[config.mk]
export PLATFORM = sky130hd
export DESIGN_NAME = ohrr_front
export DESIGN_NICKNAME = d
export VERILOG_FILES = /design/src/design/ohrr_pkg.sv /design/src/design/ohrr_front.sv
export SDC_FILE = /design/constraint.sdc
export NUM_CORES = 1
export LEC_CHECK = 0
export ABC_AREA = 1
export BUFFER_PORTS_ARGS = -buffer_cell sky130_fd_sc_hd__buf_2
export CORE_MARGIN = 4
export CORE_UTILIZATION = 30
export DETAILED_ROUTE_END_ITERATION = 6
export SETUP_SLACK_MARGIN = 0.2
export SLEW_MARGIN = 5
export SYNTH_ARGS = -nofsm -noshare
export SYNTH_HDL_FRONTEND = slang
export SYNTH_SLANG_ARGS = --single-unit
export TNS_END_PERCENT = 20
[constraint.sdc]
create_clock -name clk -period 7.3 [get_ports clk]
set_clock_uncertainty 0.15 [all_clocks]
set_input_delay 0.73 -clock clk [delete_from_list [all_inputs] [get_ports clk]]
set_output_delay 0.73 -clock clk [all_outputs]
set_load 0.005 [all_outputs]
[src/design/ohrr_pkg.sv]
package ohrr_pkg;

  // Field widths
  localparam int CMD_W   = 3;
  localparam int SPD_W   = 16;
  localparam int YAW_W   = 16;
  localparam int SUM_W   = 17;
  localparam int GAIN_W  = 20;
  localparam int STEP_W  = 32;
  localparam int PROD_W  = SUM_W + GAIN_W;
  localparam int INC_W   = PROD_W - 1;
  localparam int ACC_W   = 40;
  localparam int ERR_W   = 16;
  localparam int NAV_W   = 2;
  localparam int IN_W    = 56;

  // Input field positions in in_tdata
  localparam int CMD_LSB   = 0;
  localparam int LEFT_LSB  = CMD_LSB + CMD_W;
  localparam int RIGHT_LSB = LEFT_LSB + SPD_W;
  localparam int YAW_LSB   = RIGHT_LSB + SPD_W;

  // Configuration port
  localparam int CFG_ADDR_W = 1;
  localparam int CFG_DATA_W = 32;
  localparam logic [CFG_ADDR_W-1:0] REG_MILEAGE_GAIN  = 1'b0;
  localparam logic [CFG_ADDR_W-1:0] REG_STEP_DISTANCE = 1'b1;
  localparam logic [GAIN_W-1:0] GAIN_RESET = 20'd28111;
  localparam logic [STEP_W-1:0] STEP_RESET = 32'd83886080;

  // Commands
  localparam logic [CMD_W-1:0] CMD_TICK         = 3'd0;
  localparam logic [CMD_W-1:0] CMD_START_RECORD = 3'd1;
  localparam logic [CMD_W-1:0] CMD_STOP_RECORD  = 3'd2;
  localparam logic [CMD_W-1:0] CMD_START_REPLAY = 3'd3;
  localparam logic [CMD_W-1:0] CMD_START_STRAIGHT = 3'd4;

  typedef enum logic [NAV_W-1:0] {
    MODE_IDLE     = 2'd0,
    MODE_RECORD   = 2'd1,
    MODE_REPLAY   = 2'd2,
    MODE_STRAIGHT = 2'd3
  } mode_t;

  // Item handed from the odometry front end to the navigation core
  typedef struct packed {
    logic [CMD_W-1:0]        cmd;
    logic signed [YAW_W-1:0] yaw;
    logic [INC_W-1:0]        inc;
  } odo_item_t;

endpackage

[src/design/ohrr_front.sv]
module ohrr_front (
  input  logic                          clk,
  input  logic                          rst_n,
  input  logic                          in_tvalid,
  output logic                          in_tready,
  input  logic [ohrr_pkg::IN_W-1:0]     in_tdata,
  input  logic [ohrr_pkg::GAIN_W-1:0]   gain,
  output logic                          item_valid,
  input  logic                          item_ready,
  output ohrr_pkg::odo_item_t           item
);
  import ohrr_pkg::*;

  logic                     s1_v_r, s1_v_nxt;
  logic [CMD_W-1:0]         s1_cmd_r;
  logic signed [YAW_W-1:0]  s1_yaw_r;
  logic [SUM_W-1:0]         s1_sum_r;
  logic                     s2_v_r, s2_v_nxt;
  odo_item_t                s2_item_r;
  logic                     s2_load;
  logic [SPD_W-1:0]         left_w, right_w;
  logic [SUM_W-1:0]         left_mag, right_mag, speed_sum;
  logic [PROD_W-1:0]        prod;

  // Wheel speed magnitudes; the most negative speed needs the extra bit
  always_comb begin
    left_w    = in_tdata[LEFT_LSB +: SPD_W];
    right_w   = in_tdata[RIGHT_LSB +: SPD_W];
    left_mag  = left_w[SPD_W-1] ? SUM_W'(-{1'b1, left_w}) : SUM_W'(left_w);
    right_mag = right_w[SPD_W-1] ? SUM_W'(-{1'b1, right_w}) : SUM_W'(right_w);
    speed_sum = left_mag + right_mag;
  end

  // Distance increment for the item held in stage one
  assign prod = PROD_W'(s1_sum_r) * PROD_W'(gain);

  // Stage handshakes
  assign s2_load    = s1_v_r && (!s2_v_r || item_ready);
  assign in_tready  = !s1_v_r || s2_load;
  assign item_valid = s2_v_r;
  assign item       = s2_item_r;

  always_comb begin
    s1_v_nxt = s1_v_r;
    if (in_tvalid && in_tready) begin
      s1_v_nxt = 1'b1;
    end else if (s2_load) begin
      s1_v_nxt = 1'b0;
    end
    s2_v_nxt = s2_v_r;
    if (s2_load) begin
      s2_v_nxt = 1'b1;
    end else if (item_ready) begin
      s2_v_nxt = 1'b0;
    end
  end

  always_ff @(posedge clk) begin
    if (!rst_n) begin
      s1_v_r <= 1'b0;
      s2_v_r <= 1'b0;
    end else begin
      s1_v_r <= s1_v_nxt;
      s2_v_r <= s2_v_nxt;
    end
  end

  // Capture the item and its speed sum
  always_ff @(posedge clk) begin
    if (in_tvalid && in_tready) begin
      s1_cmd_r <= in_tdata[CMD_LSB +: CMD_W];
      s1_yaw_r <= in_tdata[YAW_LSB +: YAW_W];
      s1_sum_r <= speed_sum;
    end
  end

  // Register the scaled increment
  always_ff @(posedge clk) begin
    if (s2_load) begin
      s2_item_r.cmd <= s1_cmd_r;
      s2_item_r.yaw <= s1_yaw_r;
      s2_item_r.inc <= prod[PROD_W-1:1];
    end
  end

endmodule

==> results_dict.tcl, run 1 <==
set metrics [dict create \
    outcome "completed" \
    hold_viol 0 \
    crit_path_start_kind "flop" \
    required_ns 7.30 \
    min_path_cells 0 \
    rsz0062_at_grt "false" \
    htreeDepth 3 \
    fillers 5589 \
    period_minus_slack_ns 6.18 \
    r2r_start "s1_sum_r[3]$_DFFE_PP_" \
    grt-ovfl-total 0 \
    avgSynthCellArea_um2 7.76 \
    hp-class "flop to flop" \
    final_util_pct 33.4 \
    r2r_cells 20 \
    seq_area_frac_synth_pct 16.9 \
    synth_edf_count 91 \
    syn_inst 2114 \
    synthDistinctLibCells 29 \
    ys_top_cells_by_area "fa_1 (33%), edfxtp_1 (17%), nand2_1 (15%)" \
    dp_slack_ns 1.01 \
    route.vias.total 12800 \
    start_util_pct 30.4 \
    syn_area_um2 16400 \
    grt_pass1_vias 13800 \
    clk_latency_ns 0.38 \
    grt_start_max_net_pins 37 \
    whs_ns 0.272 \
    nets 2668 \
    endpoint_kind "flop" \
    slew_headroom_pct 30.3 \
    critPathKind "flop to flop" \
    hp-start "s1_yaw_r[9]$_DFFE_PP_" \
    postCtsSetupBuffers 0 \
    synth_most_common_cell "nand2_1" \
    synth_common_cells "nand2_1 (655), inv_1 (630), fa_1 (270)" \
    crit_start "s1_sum_r[3]$_DFFE_PP_" \
    finalSetupTns_ns 0 \
    die_x_um 242 \
    synth_ff_type "edfxtp_1" \
    tritoncts.num_buffers 9 \
    setup_slack_ns 1.12 \
    synth.largest_area_cell "fa_1" \
    fmax_ghz 0.162 \
    drt_iter0_drc 612 \
    syn_to_final_growth_pct 9.95 \
    use_met3_pct 2.59 \
    ys_warn_count 0 \
    tightest_slew_ns 1.05 \
    cts_tree "built" \
    design.die.area_um2 58500 \
    yosysTopAreaCellShare_pct 33.0 \
    gp_congestion 0.875 \
    gr-usage-met1_pct 17.1 \
    grt_busiest_layer "met2" \
    boundaryPins 137 \
    layout-drive-gt1-share_pct 7.75 \
    port_buffers 131 \
    clockBufferDepth 2 \
    postCtsResizedCells 0 \
    ant_nets 0 \
    die_h_um 242 \
    vias_per_cell 4.41 \
    async_reset_ff_share_pct 0 \
    core_um2 53900 \
    dp_hpwl_mm 33.3 \
    cp_max_fo 16 \
    synth_fp_nets 2593 \
    cp_data_arrival_time_ns 6.18 \
    rows 85 \
    routed_wl_mm 41.5 \
    slew_violations 0 \
    holdBufCountCts 0 \
    firstDrtPassIters 5 \
    grt_first_pass_wirelength_mm 69.8 \
    maxCapViolations 0 \
    clk_pin_slew_worst_paths_ns 0.09 \
    fin_crit_sh_pct 84.7 \
    setup_viol 0 \
    antenna_found_initial 2 \
    grt_usage_pct 14.8 \
    detail_route.wl_per_cell_um 14.3 \
    cts_sinks 93 \
    r2r_slack_ns 1.12 \
    ys_seq_elements 93 \
    cts-root-buf "clkbuf_16" \
    drc_errors 0 \
    met2_usage_pct 27.8 \
]
[layer usage]
metal	wire length (µm)	vias to the layer above
met4	1030	0
met2	21900	293
met5	0	-
met3	1980	65
met1	16600	6223
li1	-	6175
[cells in the final DEF (no fill, tap or decap), types with 2 or more instances in the layout]
| master | n |
|---|---|
| nor4_1 | 2 |
| a21oi_1 | 38 |
| a31oi_1 | 2 |
| nor3_1 | 8 |
| or2_2 | 2 |
| o21bai_1 | 3 |
| xor2_1 | 39 |
| nand2_2 | 8 |
| or2_1 | 3 |
| nand2_1 | 655 |
| inv_6 | 3 |
| clkbuf_16 | 9 |
| xnor2_1 | 14 |
| nand4_1 | 5 |
| buf_2 | 131 |
| nand3_1 | 44 |
| buf_4 | 9 |
| inv_1 | 630 |
| clkinv_8 | 2 |
| nor2_1 | 68 |
| edfxtp_1 | 91 |
| diode_2 | 2 |
| inv_8 | 2 |
| nand3b_1 | 4 |
| dfxtp_1 | 2 |
| o21ai_0 | 9 |
| fa_1 | 270 |
| a21o_1 | 5 |
| ha_1 | 129 |
[area by class of cell]
| type | count | area, µm² | area share (%) |
|---|---|---|---|
| diodes | 2 | 5.00 | 0.0278 |
| clock inverters | 7 | 81.3 | 0.451 |
| flip-flops and latches | 93 | 2770 | 15.4 |
| well taps | 696 | 871 | 4.83 |
| repair buffers | 140 | 723 | 4.01 |
| multi-input cells | 1315 | 11000 | 60.9 |
| clock buffers | 9 | 225 | 1.25 |
| inverters | 630 | 2360 | 13.1 |
[critical path: stages (launching register included)]
cell and delay [ns]:
edfxtp_1 0.90, buf_4 0.28, nand2_1 0.08, fa_1 0.52
fa_1 0.52, fa_1 0.51, inv_1 0.05, fa_1 0.49
fa_1 0.49, inv_1 0.05, fa_1 0.52, inv_1 0.06
ha_1 0.36, nand2_1 0.10, nor2_1 0.26, and2_1 0.18
nand2_1 0.06, nand2_2 0.14, nand2_1 0.09, nand3_1 0.07
nand2_1 0.06
[kinds of logic (layout without fill, tap and decap cells)]
group / count (synthesis) / count (layout) / share of synthesized area [%]
adders and majority gates: 399 / 399 / 42.8
DFF: 93 / 93 / 16.9
xor gates and xnor gates: 53 / 53 / 2.83
AOI/OAI and AO/OA: 61 / 61 / 2.05
other: 0 / 2 / 0
and+or+nand+nor: 802 / 802 / 19.2
buffers and inverters: 706 / 786 / 16.2
[path summary, 6_finish.rpt]
kind | to
max | item[27]$_DFFE_PP_
min reg2reg | item[45]$_DFFE_PP_
max reg2reg | item[27]$_DFFE_PP_
min | item[45]$_DFFE_PP_
[stage by stage]
stage / cells / area (µm²)
after floorplan: 2114 / 16400
after global placement: 2874 / 17700
after detailed placement: 2874 / 17700
after CTS: 2890 / 18000
after global routing: 2892 / 18000
final: 2892 / 18000
[flip-flops by register name, indices dropped and copies added (netlist names)]
signal,flops
item,55
s1_yaw_r,16
item_valid,1
s1_cmd_r,3
s1_sum_r,17
s1_v_r,1
Power of run 1 is not shown: default switching activity piles up to over one toggle a cycle in this logic, so the estimate is an artifact.
==> run 2, diff against run 1 <==
Clock period 7.3 ns to 5.6 ns, I/O delays scaled along.
==> run 2 against run 1 <==
Effect of this change:
- design area up 7.2%
- worst hold slack worse by 0.073 ns
- via count grew 3.1%
- count of clock-buffer cells in the layout unchanged
- flip-flop and latch count is the same
- largest cell class unchanged
==> results_dict.tcl, run 2 (synthesis results as in run 1) <==
set metrics [dict create \
    outcome "completed" \
    grt-ovfl-total 0 \
    crit_start "s1_sum_r[8]$_DFFE_PP_" \
    rows 85 \
    grt_usage_pct 14.8 \
    min_path_cells 1 \
    cts_tree "built" \
    drc_errors 0 \
    detail_route.wl_per_cell_um 14.0 \
    maxCapViolations 0 \
    clk_latency_ns 0.38 \
    r2r_cells 23 \
    largest_register_ff_count 55 \
    tritoncts.num_buffers 9 \
    htreeDepth 3 \
    endpoint_kind "flop" \
    route.vias.total 13200 \
    gp_congestion 0.886 \
    core_um2 53900 \
    whs_ns 0.199 \
    critPathKind "flop to flop" \
    port_buffers 131 \
    cts-root-buf "clkbuf_16" \
    vias_per_cell 4.41 \
    die_h_um 242 \
    hp-class "input port to flop" \
    diodes 0 \
    ant_nets 0 \
    start_util_pct 30.4 \
    finalSetupTns_ns 0 \
    tightest_slew_ns 0.599 \
    layout-drive-gt1-share_pct 15.6 \
    required_ns 5.58 \
    nets 2763 \
    routed_wl_mm 41.7 \
    setup_viol 0 \
    slew_violations 0 \
    grt_first_pass_wirelength_mm 70.7 \
    hold_viol 0 \
    boundaryPins 137 \
    layout_common_cells "nand2_1 (625), inv_1 (615), fa_1 (268)" \
    r2r_start "s1_sum_r[8]$_DFFE_PP_" \
    dp_hpwl_mm 35.1 \
    cp_max_fo 20 \
    hp-start "in_tdata[50]" \
    final_util_pct 35.8 \
    grt_start_max_net_pins 45 \
    fin_cells 2985 \
    cts_sinks 93 \
    syn_to_final_growth_pct 17.8 \
    firstDrtPassIters 7 \
    period_minus_slack_ns 5.47 \
    fin_crit_sh_pct 97.7 \
    dp_cells 2954 \
    grt_pass1_vias 14500 \
    design.die.area_um2 58500 \
    die_x_um 242 \
    drt_iter0_drc 775 \
    holdBufCountCts 0 \
    antenna_found_initial 1 \
    rsz0062_at_grt "true" \
    fmax_ghz 0.183 \
    cp_data_arrival_time_ns 5.45 \
    clk_pin_slew_worst_paths_ns 0.08 \
    slew_headroom_pct 60.1 \
    clockBufferDepth 2 \
    crit_path_start_kind "flop" \
    layout_commonest_cell "nand2_1" \
]
==> run 2: cell count changes in the layout (fill, tap and decap cells not counted), sizes merged <==
| cell | change |
|---|---|
| clkinv | +1 |
| inv | -2 |
| diode | -2 |
| buf | +92 |
| clkinvlp | +1 |
| clkbuf | +3 |
==> run 2: per-layer routing <==
| metal | track usage, % | share of wire [%] |
|---|---|---|
| met3 | 2.73 | 5.2 |
| met2 | 27.5 | 51 |
| met5 | 0 | 0.017 |
| met1 | 17.6 | 41 |
| met4 | 3.76 | 2.0 |
==> run 2: what timing repair did <==
action / CTS / global route
gates resized for setup: 17 / 69
pin swaps: 3 / 21
cloned: 0 / 1
setup buffers: 2 / 12
endpoints found under the setup margin: 21 / 26
==> run 2: metrics by stage <==
step                instance area [µm²]  worst slack, ns
floorplan                         16700            0.187
global placement                  18600           -0.217
detailed placement                18600           -0.274
CTS                               19000            0.133
global route                      19300          -0.0996
finish                            19300            0.130
==> run 2: cell type report <==
| type | instances | area [µm²] |
|---|---|---|
| clock buffers | 9 | 225 |
| clock inverters | 7 | 68.8 |
| fillers | 5581 | 34600 |
| inverters | 630 | 2360 |
| multi-input cells | 1315 | 11400 |
| flip-flops and latches | 93 | 2770 |
| well taps | 696 | 871 |
| repair buffers | 235 | 1650 |
==> run 2: critical path: stages (launching register included) <==
cell,delay (ns)
edfxtp_1,0.38
buf_12,0.18
nand2_2,0.07
fa_1,0.54
inv_1,0.06
fa_1,0.50
inv_1,0.06
fa_1,0.53
inv_1,0.06
fa_1,0.48
fa_1,0.50
inv_1,0.05
fa_1,0.47
inv_1,0.06
ha_4,0.30
nand2_1,0.10
inv_2,0.09
nand2_2,0.08
nor3_2,0.11
nand2_1,0.09
nand2_2,0.14
nand2_2,0.07
nand3_1,0.07
nand2_1,0.07
==> run 2: final timing paths <==
check / end / slack (ns)
max: item[25]$_DFFE_PP_ / 0.13
min: s1_yaw_r[15]$_DFFE_PP_ / 0.20
max reg2reg: item[25]$_DFFE_PP_ / 0.13
min reg2reg: item[40]$_DFFE_PP_ / 0.27
Power of run 2 is left out for the same reason.
